[src/sv/szc_pkg.sv]
// shared types, constants and tables for the solar zenith cosine unit
// no dependencies; imported by every design module of the unit
package szc_pkg;

  // one turn in 1/256 degree, and the divisor left after removing 2^11
  localparam int TURN_DEG256 = 92160;
  localparam int BANG_DIV = 45;

  // reciprocal of 45 for a 17-bit dividend, shift 23
  localparam logic [17:0] RECIP_45 = 18'd186414;

  // 2^32 / (2*pi), binary-angle units per radian scaled down
  localparam logic [29:0] INV_TWO_PI = 30'd683565276;

  // cordic start vector, Q30
  localparam logic signed [32:0] CORDIC_GAIN = 33'sd652032874;

  localparam int ATAN_LEN = 24;

  // atan(2^-i) in binary-angle units
  localparam logic signed [32:0] ATAN_TABLE [0:ATAN_LEN-1] = '{
    33'sd536870912, 33'sd316933406, 33'sd167458907, 33'sd85004756,
    33'sd42667331,  33'sd21354465,  33'sd10679838,  33'sd5340245,
    33'sd2670163,   33'sd1335087,   33'sd667544,    33'sd333772,
    33'sd166886,    33'sd83443,     33'sd41722,     33'sd20861,
    33'sd10430,     33'sd5215,      33'sd2608,      33'sd1304,
    33'sd652,       33'sd326,       33'sd163,       33'sd81
  };

  // configuration register indexes
  typedef enum logic [1:0] {
    REG_MIN_DECL    = 2'd0,
    REG_DAY_OFFSET  = 2'd1,
    REG_RAD_PER_DAY = 2'd2
  } cfg_reg_t;

  // rotator state handed from cell to cell
  typedef struct packed {
    logic signed [32:0] x;
    logic signed [32:0] y;
    logic signed [32:0] z;
    logic               flip;
  } rot_t;

  // fraction of 2^21 for each remainder of 45
  typedef logic [20:0] frac_tab_t [0:63];

  function automatic frac_tab_t build_frac();
    frac_tab_t t;
    for (int k = 0; k < 64; k++) begin
      if (k < BANG_DIV) t[k] = 21'((longint'(k) << 21) / BANG_DIV);
      else t[k] = '0;
    end
    return t;
  endfunction

endpackage

[src/sv/szc_deg2bang.sv]
// maps an angle in [0, one turn) of 1/256 degree to a 32-bit binary angle
// depends on szc_pkg; three register stages
module szc_deg2bang (
  input  logic        clk,
  input  logic        adv,
  input  logic [16:0] deg,
  output logic [31:0] bang
);
  import szc_pkg::*;

  localparam frac_tab_t FRAC = build_frac();

  logic [34:0] prod;
  logic [16:0] deg_d;
  logic [10:0] quo;
  logic [5:0]  rem;
  logic [16:0] diff;

  // quotient by 45 through the reciprocal
  always_ff @(posedge clk) begin
    if (adv) begin
      prod  <= deg * RECIP_45;
      deg_d <= deg;
    end
  end

  // remainder
  assign diff = deg_d - 17'(prod[33:23]) * 17'd45;

  always_ff @(posedge clk) begin
    if (adv) begin
      quo <= prod[33:23];
      rem <= diff[5:0];
    end
  end

  // whole part times 2^21 plus fraction of the remainder
  always_ff @(posedge clk) begin
    if (adv) bang <= {quo, FRAC[rem]};
  end

endmodule

[config.mk]
export PLATFORM = sky130hd
export DESIGN_NAME = szc_deg2bang
export DESIGN_NICKNAME = d
export VERILOG_FILES = /design/src/sv/szc_pkg.sv /design/src/sv/szc_deg2bang.sv
export SDC_FILE = /design/constraint.sdc
export NUM_CORES = 1
export LEC_CHECK = 0
export BUFFER_PORTS_ARGS = -buffer_cell sky130_fd_sc_hd__buf_2
export CORE_MARGIN = 8
export CORE_UTILIZATION = 35
export DETAILED_ROUTE_END_ITERATION = 6
export PLACE_DENSITY_LB_ADDON = 0.1
export SYNTH_ARGS = -nofsm -noshare
export SYNTH_HDL_FRONTEND = slang
export SYNTH_SLANG_ARGS = --single-unit
[constraint.sdc]
create_clock -name clk -period 5.1 [get_ports clk]
set_input_delay 0.255 -clock clk [delete_from_list [all_inputs] [get_ports clk]]
set_output_delay 0.255 -clock clk [all_outputs]
set_load 0.1 [all_outputs]
# ---- After elaboration in Yosys (flattened, before gate mapping)
# Memories as Yosys holds them, arrays and structs flattened. A register that Yosys moved wholly into a read port is not among the register bits.
# Cells that the tools add are included.
dict set report word_totals {
  ff_bits 88
  inputBits 19
  out_inout_bits 32
  wordCells 13
  mem_bits_ro 1344
  memories 1
}
dict set report classes {
  n_mul 2
  n_mux 2
  n_bitwise 1
  n_lt_le_gt_ge 1
  add_sub_neg 1
}
# memory depth word_bits rd rd_ports_with_merged_regs wr line
set memory_table {}
lappend memory_table {{(no name shown)} 64 21 1 1 0 szc_deg2bang.sv:39} ;# if (adv) bang <= {quo, FRAC[rem]};
# cell count
set op_table {}
lappend op_table {{21-bit 2-to-1 mux} 2}
lappend op_table {{17-bit by 17-bit multiplier with 33-bit output, second input constant} 1}
lappend op_table {{11-bit by 6-bit multiplier with 6-bit output, second input constant} 1}
lappend op_table {{7-bit >= comparator, second input constant} 1}
lappend op_table {{6-bit NOT with 7-bit output} 1}
lappend op_table {{6-bit subtractor} 1}

# ---- Longest topological paths before layout
dict set report depth {
  ltp_word 4
  depth_mapped 19
}

# ---- Worst setup path before layout
# OpenSTA, ideal clock, no wires.
dict set report synth_path {
  path_type {in2reg}
  startpoint {in deg[1]}
  endpoint {reg prod[33] (data pin)}
  required_ns 4.832
  arrival_ns 4.769
  setup_time_ns 0.268
  setup_slack_ns 0.063
  cell_stages 19
  cell_sequence {ha_1 xor2_1 ha_1 inv_1 fa_1 inv_1 fa_1 inv_1 fa_1 fa_1 inv_1 ha_1 a21o_1 a221oi_2 o21ba_2 o22a_4 o21ai_4 a2111oi_1 nor3_1}
}
dict set report synth_between {
  elab_chain_cells 1
}
# element line
set synth_lines {}
lappend synth_lines {{start, declared} szc_deg2bang.sv:6} ;# input logic [16:0] deg,
lappend synth_lines {{17-bit by 17-bit multiplier with 33-bit output} szc_deg2bang.sv:22} ;# prod <= deg * RECIP_45;
lappend synth_lines {{end signal, assigned} szc_deg2bang.sv:22}
lappend synth_lines {{end, declared} szc_deg2bang.sv:13} ;# logic [34:0] prod;
# No other way between the ends.
# A chain may end at the register's enable or synchronous reset.

# ---- Worst setup path in the final report
dict set report layout_path {
  startpoint {in deg[3]}
  endpoint {reg prod[31] (data pin)}
}
# The elaborated chain is that of the path after synthesis.

==> impl_results.md <==
* I/O Buffers at 50
* Root buffer cell: clkbuf_16
* Worst hold-check path type: input pin to flop
* Sequential share of the synthesized area at 21.9%
* Max cap viols at 0
* Reg area at 1710 µm²
* Post-route ant nets at 0
* Synthesized area at 7810 µm²
* Predominant post-synthesis flop cell: edfxtp_1
* Largest family of logic cells by synthesized area: adder cells
* CP Max Fanout at 6
* RSZ-0062 raised after global routing: no
* Vias in the first global route at 5731
* Reg2Reg Setup Slack at 2440 ps
* Crit-path most repeated cell: fa_1
* Area of the multi-input gates at 5300 µm²
* FF-to-FF End: rem[5]$_DFFE_PP_
* Core area at 21900 µm²
* Rows at 54
* DR vias at 5383
* Number of fillers in the final layout at 2180
* Synth warn at 0
* Post-CTS Hold Buffers at 0
* Die W at 165 µm
* CTS tree: done
* CP arrival at 5060 ps
* Setup bufs post-CTS at 0
* Crit path from: deg[3]
* Worst-skew pair later-pin latency at 320 ps
* H-tree depth at 3
* Net count reported at finish at 1123
* Simple-gate share of the synthesized area at 5.29%
* Critical setup path kind: input pin to flop
* Largest net degree at the start of global routing at 58
* Status: complete, no violations
* CP Capture Type: flop
* GR Overflow Total at 0
* Gpl congestion at 0.839
* Ports at 51
* Drt pass-1 iters at 4
* WHS at 336 ps
* WP buf/inv at 7
* Crit-path cells: buf_2, buf_4, ha_4, fa_1, inv_1, fa_2, fa_1, fa_1, fa_1, inv_1, ha_1, buf_4, nand3_1, buf_4, nor2_1, nand2_1, o21ai_4, buf_6, o221ai_1, a211oi_1
* Required time of the critical path at 5240 ps
* Setup-failing EPs final at 0
* Post-synthesis mux area share at 0.256%
* Clk_skew at 7.92 ps
* Final worst path period share at 96.3%
* WP depth at 20
* R2R depth at 8
* Die ar. at 27400 µm²
* CP Launch Type: input pin
* Final Util at 41.7%
* DP Wirelength at 15.3 mm
* Async set or reset register ratio after synthesis at 0%
* Clock-pin transition on the worst setup and hold timing paths at 50 ps
* Post-cts sizing count at 0
* Total negative slack at 0 ps
* Fin. Hold Viols at 0
* Synth unique cells at 57
* 1st-iter DRT viols at 169
* Syn Nets at 1025
* First-pass GRT wire length at 28.8 mm
* Initial Util at 35.7%
* Wire per inst at 15.2 µm
* Mapped Cells at 769
* Slowest cell delay on critical path at 550 ps
* Mapped Avg Cell Area at 10.2 µm²
* DIE HEIGHT at 165 µm
* Total wire length at 17.5 mm
* All-Layer GR Usage at 13.3%
* Vias per cell at 4.67
* Adder-Cell Fraction of Synth Area at 46.5%
* Share of post-route cells with drive strength above 1 at 15.8%
* # diodes at 0
* Post-synth EDFFs at 57
* Slowest stage cell, crit path: fa_1
* Worst slew pin tran at 935 ps
* Area growth from synthesis to layout at 16.8%
* Rel. slew slack at 37.7%
* Worst setup path end: prod[31]$_DFFE_PP_
* TritonCTS Buffers at 9
* XOR/XNOR Fraction of Synth Area at 3.36%
* R2R Path Start: prod[25]$_DFFE_PP_
* # DRC at 0
* Initial antenna violation count at 0
* Final Max Slew Viols at 0
* Max Fclk at 0.204 GHz
* CTS sink cnt at 57
* #FFs+latches synth at 57
* Shortest period the worst path allows at 4910 ps
* Family with the most delay on the worst path: adder cells
* CTS max path bufs at 2
* Compound-cell area share of the yosys netlist at 11.3%
==> stage by stage <==
step | worst slack [ps] | area [µm²] | instances
6_report | 188 | 9130 | 1152
5_1_grt | 18.3 | 9130 | 1152
4_1_cts | 121 | 9040 | 1152
3_5_place_dp | -217 | 8730 | 1136
3_3_place_gp | -214 | 8730 | 1136
2_1_floorplan | 62.9 | 7810 | 769
==> worst reg2reg max path: stages (launching register included) <==
cell and delay [ps]:
edfxtp_1 430, ha_1 320, ha_1 300, fa_1 490, ha_1 280, inv_1 40, ha_1 310, a21oi_1 170
xnor2_1 80
==> Yosys cell counts (2+ instances only) <==
master    count  share of area, %
inv_1       204               9.8
ha_1        148                24
fa_1         89                23
edfxtp_1     57                22
a21oi_1      46               2.9
nand2_1      25               1.2
xnor2_1      24               2.7
o21ai_0      23               1.5
nor2_1       17              0.82
a21o_1       14               1.3
nand3_1      11              0.70
buf_4         9              0.86
o211ai_1      7              0.67
a31oi_1       6              0.48
nor3_1        6              0.38
o22ai_1       6              0.48
xor2_1        6              0.67
and3_1        5              0.40
clkbuf_1      5              0.24
a211oi_1      3              0.29
and2_1        3              0.24
buf_1         3              0.14
buf_2         3              0.19
nor2b_1       3              0.24
o21ba_2       3              0.38
o31ai_1       3              0.29
and4_1        2              0.22
clkinv_1      2             0.096
mux2i_1       2              0.26
nand2b_1      2              0.16
nand4_1       2              0.16
o211a_1       2              0.26
o21a_1        2              0.19
o21ai_1       2              0.13
o21bai_1      2              0.19
==> area by class of cell <==
cell class                      count  area share [%]
Sequential cell                    57            18.8
Tap cell                          280            3.84
Clock inverter                      6           0.905
Multi-Input combinational cell    486            58.1
Timing Repair Buffer              107            7.47
Clock buffer                       10            2.51
Inverter                          206            8.47
==> flip-flops by register name (all words and copies together) (netlist names) <==
| register | flops |
|---|---|
| bang | 23 |
| prod | 11 |
| quo | 11 |
| rem | 6 |
| deg_d | 6 |
==> cells in the final DEF, fill, tap and decap left out, types with 5 or more instances in the layout <==
cell and instances:
fa_1 88, buf_4 56, o211ai_1 7, a21o_1 14, ha_1 143, nand2_1 25
inv_1 204, a31oi_1 6, o22ai_1 6, ha_4 5, nor3_1 6, and3_1 5
nand3_1 11, xnor2_1 24, buf_2 50, a21oi_1 46, xor2_1 6, clkbuf_16 9
o21ai_0 23, nor2_1 17, edfxtp_1 57
==> per-layer routing <==
layer  vias to the layer above  track usage (%)  wire, µm
li1                       2725                -         -
met1                      2552             17.0      7980
met2                        90             23.4      8450
met3                        16             1.71       814
met4                         0             3.61       235
met5                         -                0         0
==> logic make-up after synthesis <==
kind of cell | after synthesis
mux | 2
compound gates | 134
flops | 57
buf+inv | 226
fa+ha+maj | 237
simple gates | 83
xor+xnor | 30
==> worst min path at each step <==
stage	endpoint	cells after the start	startpoint	slack, ps
final	deg_d[1]$_DFFE_PP_	2	deg[1]	340
after global routing	deg_d[1]$_DFFE_PP_	2	deg[1]	330
after CTS	deg_d[3]$_DFFE_PP_	2	deg[3]	290
after detailed placement	bang[31]$_DFFE_PP_	0	quo[10]$_DFFE_PP_	400
after global placement	bang[30]$_DFFE_PP_	0	quo[9]$_DFFE_PP_	400
after floorplan	deg_d[0]$_DFFE_PP_	0	deg[0]	350
Power is not shown: default switching activity piles up to over one toggle a cycle in this logic, so the estimate is an artifact.
