File: src/sv/szc_pkg.sv
// shared types, constants and tables for the solar zenith cosine unit
// no dependencies; imported by every design module of the unit
package szc_pkg;

  // one turn in 1/256 degree, and the divisor left after removing 2^11
  localparam int TURN_DEG256 = 92160;
  localparam int BANG_DIV = 45;

  // reciprocal of 45 for a 17-bit dividend, shift 23
  localparam logic [17:0] RECIP_45 = 18'd186414;

  // 2^32 / (2*pi), binary-angle units per radian scaled down
  localparam logic [29:0] INV_TWO_PI = 30'd683565276;

  // cordic start vector, Q30
  localparam logic signed [32:0] CORDIC_GAIN = 33'sd652032874;

  localparam int ATAN_LEN = 24;

  // atan(2^-i) in binary-angle units
  localparam logic signed [32:0] ATAN_TABLE [0:ATAN_LEN-1] = '{
    33'sd536870912, 33'sd316933406, 33'sd167458907, 33'sd85004756,
    33'sd42667331,  33'sd21354465,  33'sd10679838,  33'sd5340245,
    33'sd2670163,   33'sd1335087,   33'sd667544,    33'sd333772,
    33'sd166886,    33'sd83443,     33'sd41722,     33'sd20861,
    33'sd10430,     33'sd5215,      33'sd2608,      33'sd1304,
    33'sd652,       33'sd326,       33'sd163,       33'sd81
  };

  // configuration register indexes
  typedef enum logic [1:0] {
    REG_MIN_DECL    = 2'd0,
    REG_DAY_OFFSET  = 2'd1,
    REG_RAD_PER_DAY = 2'd2
  } cfg_reg_t;

  // rotator state handed from cell to cell
  typedef struct packed {
    logic signed [32:0] x;
    logic signed [32:0] y;
    logic signed [32:0] z;
    logic               flip;
  } rot_t;

  // fraction of 2^21 for each remainder of 45
  typedef logic [20:0] frac_tab_t [0:63];

  function automatic frac_tab_t build_frac();
    frac_tab_t t;
    for (int k = 0; k < 64; k++) begin
      if (k < BANG_DIV) t[k] = 21'((longint'(k) << 21) / BANG_DIV);
      else t[k] = '0;
    end
    return t;
  endfunction

endpackage

File: src/sv/szc_cordic_cell.sv
// one rotation-mode cordic iteration with its pipeline register
// depends on szc_pkg
module szc_cordic_cell #(
  parameter int STAGE_IDX = 0
) (
  input  logic          clk,
  input  logic          adv,
  input  szc_pkg::rot_t rin,
  output szc_pkg::rot_t rout
);
  import szc_pkg::*;

  logic signed [32:0] xs;
  logic signed [32:0] ys;
  rot_t               nxt;

  // rotate toward zero residual angle
  always_comb begin
    xs = rin.x >>> STAGE_IDX;
    ys = rin.y >>> STAGE_IDX;
    nxt.flip = rin.flip;
    if (!rin.z[32]) begin
      nxt.x = rin.x - ys;
      nxt.y = rin.y + xs;
      nxt.z = rin.z - ATAN_TABLE[STAGE_IDX];
    end else begin
      nxt.x = rin.x + ys;
      nxt.y = rin.y - xs;
      nxt.z = rin.z + ATAN_TABLE[STAGE_IDX];
    end
  end

  always_ff @(posedge clk) begin
    if (adv) rout <= nxt;
  end

endmodule

File: src/sv/szc_cordic.sv
// pipelined sine and cosine: pre-rotation, a row of cordic cells, sign fix
// depends on szc_pkg and szc_cordic_cell
module szc_cordic #(
  parameter int STAGES = 16
) (
  input  logic               clk,
  input  logic               adv,
  input  logic [31:0]        ang,
  output logic signed [31:0] cos_out,
  output logic signed [31:0] sin_out
);
  import szc_pkg::*;

  rot_t chain [0:STAGES];
  logic flip;
  logic [31:0] b;

  // fold quadrants two and three onto the right half plane
  always_comb begin
    flip = (ang[31:30] == 2'd1) || (ang[31:30] == 2'd2);
    b    = flip ? ang + 32'h8000_0000 : ang;
  end

  always_ff @(posedge clk) begin
    if (adv) begin
      chain[0].x    <= CORDIC_GAIN;
      chain[0].y    <= '0;
      chain[0].z    <= 33'($signed(b));
      chain[0].flip <= flip;
    end
  end

  // row of iteration cells
  for (genvar k = 0; k < STAGES; k++) begin : g_cell
    szc_cordic_cell #(.STAGE_IDX(k)) u_cell (
      .clk  (clk),
      .adv  (adv),
      .rin  (chain[k]),
      .rout (chain[k+1])
    );
  end

  // undo the fold
  always_ff @(posedge clk) begin
    if (adv) begin
      cos_out <= chain[STAGES].flip ? 32'(-chain[STAGES].x) : 32'(chain[STAGES].x);
      sin_out <= chain[STAGES].flip ? 32'(-chain[STAGES].y) : 32'(chain[STAGES].y);
    end
  end

endmodule

File: config.mk
export PLATFORM = sky130hd
export DESIGN_NAME = szc_cordic
export DESIGN_NICKNAME = d
export VERILOG_FILES = /design/src/sv/szc_pkg.sv /design/src/sv/szc_cordic_cell.sv /design/src/sv/szc_cordic.sv
export SDC_FILE = /design/constraint.sdc
export NUM_CORES = 2
export LEC_CHECK = 0
export BUFFER_PORTS_ARGS = -buffer_cell sky130_fd_sc_hd__buf_2
export CAP_MARGIN = 20
export CORE_MARGIN = 3
export CORE_UTILIZATION = 35
export CTS_CLUSTER_DIAMETER = 50
export DETAILED_ROUTE_END_ITERATION = 10
export PLACE_DENSITY_LB_ADDON = 0.2
export SYNTH_ARGS = -nofsm -noshare
export SYNTH_HDL_FRONTEND = slang
export SYNTH_SLANG_ARGS = --single-unit
File: constraint.sdc
create_clock -name clk -period 4.9 [get_ports clk]
set_input_delay 0.98 -clock clk [delete_from_list [all_inputs] [get_ports clk]]
set_output_delay 0.98 -clock clk [all_outputs]
set_load 0.01 [all_outputs]
== Yosys cells after proc, flatten, opt, wreduce, memory -nomap -nowiden ==
Cells that the tools add are included.

* Register bits: 1659
* Latch bits: 0
* Bits in writable memories: 0
* ROM bits: 0
* Bits of input ports: 34
* Output and inout bits: 64
* Memories: 0

* Add/subtract/negate cells: 95
* Multipliers: 0
* Div/mod/pow operators: 0
* Magnitude comparators: 0
* Equal/unequal tests: 2
* Shift-type cells: 0
* Multiplexer cells: 19
* Bitwise operators: 0
* Reductions and logical operators: 1

{| class="wikitable"
|+ Operator list
! operator !! count
|-
| two-way mux 99 bit || 14
|-
| adder 33 x 30 -> 33 bit || 3
|-
| subtractor 33 x 30 -> 33 bit || 3
|-
| two-way mux 98 bit || 1
|-
| two-way mux 32 bit || 3
|-
| adder 33 x 19 -> 33 bit || 2
|-
| adder 33 x 20 -> 33 bit || 2
|-
| adder 33 x 21 -> 33 bit || 2
|-
| adder 33 x 22 -> 33 bit || 2
|-
| adder 33 x 23 -> 33 bit || 2
|-
| adder 33 x 24 -> 33 bit || 2
|-
| adder 33 x 25 -> 33 bit || 2
|-
| adder 33 x 26 -> 33 bit || 2
|-
| adder 33 x 27 -> 33 bit || 2
|-
| adder 33 x 28 -> 33 bit || 2
|-
| adder 33 x 29 -> 33 bit || 2
|-
| adder 33 x 31 -> 33 bit || 2
|-
| two-way mux 66 bit || 1
|-
| subtractor 33 x 19 -> 33 bit || 2
|-
| subtractor 33 x 20 -> 33 bit || 2
|-
| subtractor 33 x 21 -> 33 bit || 2
|-
| subtractor 33 x 22 -> 33 bit || 2
|-
| subtractor 33 x 23 -> 33 bit || 2
|-
| subtractor 33 x 24 -> 33 bit || 2
|-
| other kinds (49) || 56
|}

== Depth between registers and ports, before layout ==
* Depth after elaboration: 3
* Gate-level depth with buffers: 21
* Gate-level depth less buffers: 21

== By module ==
A second synthesis with hierarchy kept.

* Cells, all modules: 15956
* Area, all modules: 149587.2 um^2

{| class="wikitable"
|+ By module, submodules not included
! module !! times used !! cells each !! area each (um^2) !! sequential area each (um^2)
|-
| szc_cordic_cell (g_cell[5].u_cell) || 1 || 1048 || 9515.4 || 3002.9
|-
| szc_cordic_cell (g_cell[8].u_cell) || 1 || 1059 || 9507.9 || 3002.9
|-
| szc_cordic_cell (g_cell[9].u_cell) || 1 || 991 || 9257.6 || 3002.9
|-
| szc_cordic_cell (g_cell[4].u_cell) || 1 || 986 || 9238.9 || 3002.9
|-
| szc_cordic_cell (g_cell[1].u_cell) || 1 || 1016 || 9231.4 || 3002.9
|-
| szc_cordic_cell (g_cell[7].u_cell) || 1 || 1007 || 9228.9 || 3002.9
|-
| szc_cordic_cell (g_cell[2].u_cell) || 1 || 969 || 9110.0 || 3002.9
|-
| szc_cordic_cell (g_cell[14].u_cell) || 1 || 964 || 9095.0 || 3002.9
|-
| szc_cordic_cell (g_cell[10].u_cell) || 1 || 983 || 9075.0 || 3002.9
|-
| szc_cordic_cell (g_cell[3].u_cell) || 1 || 983 || 9061.2 || 3002.9
|-
| szc_cordic_cell (g_cell[6].u_cell) || 1 || 957 || 9049.9 || 3002.9
|-
| szc_cordic_cell (g_cell[13].u_cell) || 1 || 938 || 8859.7 || 3002.9
|-
| szc_cordic_cell (g_cell[0].u_cell) || 1 || 987 || 8797.2 || 2972.9
|-
| szc_cordic_cell (g_cell[15].u_cell) || 1 || 936 || 8772.2 || 3002.9
|-
| 3 more rows || - || - || - || -
|}

== Worst setup path after synthesis ==
OpenSTA, ideal clock, no wires.

* Path type: reg-to-reg
* From: register g_cell[1].u_cell.rout[33] (netlist name)
* To: register g_cell[2].u_cell.rout[66] (netlist name), data pin
* Library setup time: 0.268 ns
* Arrival time: 4.243 ns
* Required time: 4.632 ns
* Setup slack: 0.389 ns
* Stages on the path, launching flop included: 18
* Buffers on the path: 4
* Period minus slack after synthesis: 4.511 ns
* Cells stage by stage: edfxtp_1 buf_1 clkbuf_1 buf_1 a21oi_1 ha_1 clkbuf_1 a21o_1 a21oi_1 nor4b_1 o21ai_1 o221ai_1 o21ai_1 nor4_1 nor3_1 a22o_1 o41ai_1 xnor2_1

{| class="wikitable"
|+ RTL lines
! element !! line !! RTL
|-
| from (decl) || szc_cordic_cell.sv:9 || <nowiki>output szc_pkg::rot_t rout</nowiki>
|-
| from (signal assigned) || szc_cordic_cell.sv:34 || <nowiki>if (adv) rout <= nxt;</nowiki>
|-
| to (signal assigned) || szc_cordic_cell.sv:34 ||
|-
| to (decl) || szc_cordic_cell.sv:9 ||
|}

==> results_dict.tcl <==
set metrics [dict create \
    dr.pass1.iters 6 \
    std_cell_rows 216 \
    ant_nets 0 \
    dp_hpwl_um 247000 \
    grt_pass1_vias 89300 \
    syn-num-nets 13800 \
    path_max_fanout 5 \
    track_usage_pct 17.0 \
    synth_top_family_by_area "compound AO/OA/AOI/OAI gates" \
    clk_latency_ns 0.92 \
    hold_class "input port to flip-flop" \
    synth_edf_count 1542 \
    cts_inserted_buffers 238 \
    portBuffers 97 \
    skew_ns 0.115 \
    grt_max_degree 128 \
    netlist_instances 12300 \
    holdWs_ns 0.243 \
    synth.area.mux_share_pct 0.996 \
    clk_path_buf_depth 4 \
    synthArstFlopShare_pct 0 \
    ys_seq_area_share_pct 37.8 \
    wl_per_cell_um 17.7 \
    area.growth.synth_to_final_pct 13.8 \
    antenna_found_initial 2 \
    io_pins 98 \
    crit_required_ns 5.45 \
    tightest_slew_ns 1.04 \
    relSlewSlack_pct 30.5 \
    via_per_inst 5.21 \
    worstPathArrival_ns 5.26 \
    final_cell_mix "edfxtp_1 (1542), a21oi_1 (1366), ha_1 (1366), xnor2_1 (1256), nor2_1 (995)" \
    initial_core_util_pct 35.3 \
    status "finished, final reports clean" \
    postCtsSetupRepairBufs 0 \
    die_area_um2 358000 \
    clock-sinks 1542 \
    max_freq_mhz 212 \
    synth_area_um2 123000 \
    synth_cell_types 89 \
    critical_path.startpoint_type "flip-flop" \
    drc 0 \
    post-route-period-util_pct 96.1 \
    layout_commonest_cell "edfxtp_1" \
    synth_adder_area_share_pct 14.7 \
    fillers 34400 \
    rrSetupSlack_ns 0.19 \
    drt-total-wl_um 312000 \
    timing.final.crit_period_ns 4.71 \
    cp-end-kind "flip-flop" \
    core-area_um2 348000 \
    cap_violations 0 \
    avgSynthCellArea_um2 9.93 \
    cts_tree "done" \
    drt_iter0_markers 5394 \
    worst-setup-path-type "flip-flop to flip-flop" \
    synthFlopType "edfxtp_1" \
    synthXorXnorAreaFrac_pct 13.4 \
    gp_congestion 0.870 \
    vias 91900 \
    synth-compound-area-share_pct 19.4 \
    synth_warnings 0 \
    clock-root-buffer "clkbuf_16" \
    grt-ovfl-total 0 \
    clkSlewWorstSetupHoldPaths_ns 0.06 \
    yosys.area_share.simple_pct 11.8 \
    die_x_um 598 \
    final_nets 14300 \
    synth.ff_latch_count 1542 \
    die_y_um 598 \
    grt_pass1_wl_um 493000 \
    slew_violations 0 \
    hold_viol_final 0 \
    h-tree-depth 4 \
    setup_viol 0 \
    drive_gt1_share_pct 8.09 \
]
[flip-flops by register name, summed over array words and instances, names as in the netlist]
name and flops:
chain 33, cos_out 32, g_cell.u_cell.rout 1445, sin_out 32
[worst max-delay path, cell delays in order, from the launching register on]
cell       delay, ns
edfxtp_1        0.49
or4_1           0.62
buf_4           0.18
o41ai_1         0.30
xor2_1          0.22
buf_4           0.17
ha_1            0.26
a21oi_1         0.15
o22ai_1         0.10
o21bai_1        0.17
buf_4           0.17
a21boi_1        0.12
o2111a_1        0.26
a221o_1         0.30
o41ai_1         0.34
o2111ai_1       0.22
o31ai_1         0.28
xnor2_1         0.11
[timing repair]
item	in CTS	in global routing
hold buffers	0	0
setup endpoints to repair	0	69
gates resized for setup	0	68
[cell families after synthesis]
family,Yosys count
AO/OA/AOI/OAI,3773
AND/OR/NAND/NOR,2951
XOR/XNOR,1877
flip-flops,1542
adder cells (fa/ha/maj),1410
buffers and inverters,677
multiplexers,115
other,1
[cell usage after synthesis (all sizes together) (18+ instances only)]
cell | n | area share, %
o211ai | 67 | 0.41
a211o | 28 | 0.20
nand2b | 173 | 0.88
o31a | 23 | 0.16
inv | 513 | 1.6
a31o | 21 | 0.15
or3 | 85 | 0.44
a21oi | 1368 | 5.6
a2111oi | 20 | 0.14
edfxtp | 1542 | 38
a221o | 21 | 0.17
o21bai | 178 | 1.1
ha | 1366 | 14
nand3 | 178 | 0.73
nor4 | 85 | 0.45
nor2 | 998 | 3.1
o21a | 209 | 1.3
a31oi | 112 | 0.57
xnor2 | 1256 | 9.0
nor3 | 331 | 1.4
and2 | 60 | 0.31
a41oi | 18 | 0.13
nor2b | 149 | 0.76
mux2 | 56 | 0.51
buf | 38 | 0.12
or2 | 44 | 0.23
and4 | 22 | 0.16
nand4 | 95 | 0.48
nand2 | 480 | 1.5
a21boi | 37 | 0.23
clkbuf | 125 | 0.38
fa | 44 | 0.72
a21o | 635 | 3.9
a211oi | 142 | 0.87
nor3b | 51 | 0.31
o21ai | 614 | 2.5
o31ai | 72 | 0.44
mux2i | 59 | 0.48
o41ai | 56 | 0.41
xor2 | 621 | 4.4
and3 | 116 | 0.59
or4 | 39 | 0.24
[worst paths after layout]
check / to / cells past startpoint / startpoint
worst max-delay path: g_cell[10].u_cell.rout[66] / 17 / g_cell[9].u_cell.rout[77]
worst min-delay path: chain[1617] / 1 / ang[16]
worst max register to register: g_cell[10].u_cell.rout[66] / 17 / g_cell[9].u_cell.rout[77]
worst min register to register: g_cell[0].u_cell.rout[24] / 0 / chain[1624]
[layer usage]
| metal | share of wire [%] | vias up | GRT usage (%) |
|---|---|---|---|
| li1 | - | 47100 | - |
| met1 | 45 | 43200 | 21.5 |
| met2 | 50 | 1221 | 30.8 |
| met3 | 3.0 | 378 | 1.76 |
| met4 | 2.2 | 0 | 3.94 |
| met5 | 0 | - | 0 |
[final cells by class]
cell class | instances | area (µm²) | share of cell area [%]
flip-flops and latches | 1542 | 46300 | 33.2
clock inverters | 185 | 1930 | 1.39
diodes | 2 | 5.00 | 0.00359
well taps | 4578 | 5730 | 4.10
clock buffers | 258 | 6070 | 4.35
inverters | 514 | 1930 | 1.38
multi-input cells | 10100 | 74200 | 53.1
repair buffers | 445 | 3440 | 2.46
[through the flow]
stage	worst slack [ns]	instances	TNS, ns	instance area (µm²)	utilization [%]
after global routing	-0.0250	17700	-0.0383	140000	40.2
final	0.191	17700	0	140000	40.2
after global placement	0.145	17200	0	131000	37.8
after CTS	0.0829	17600	0	139000	40.1
after detailed placement	0.183	17200	0	131000	37.8
after floorplan	0.389	12300	0	123000	-
Power is not shown: default switching activity piles up to over one toggle a cycle in this logic, so the estimate is an artifact.
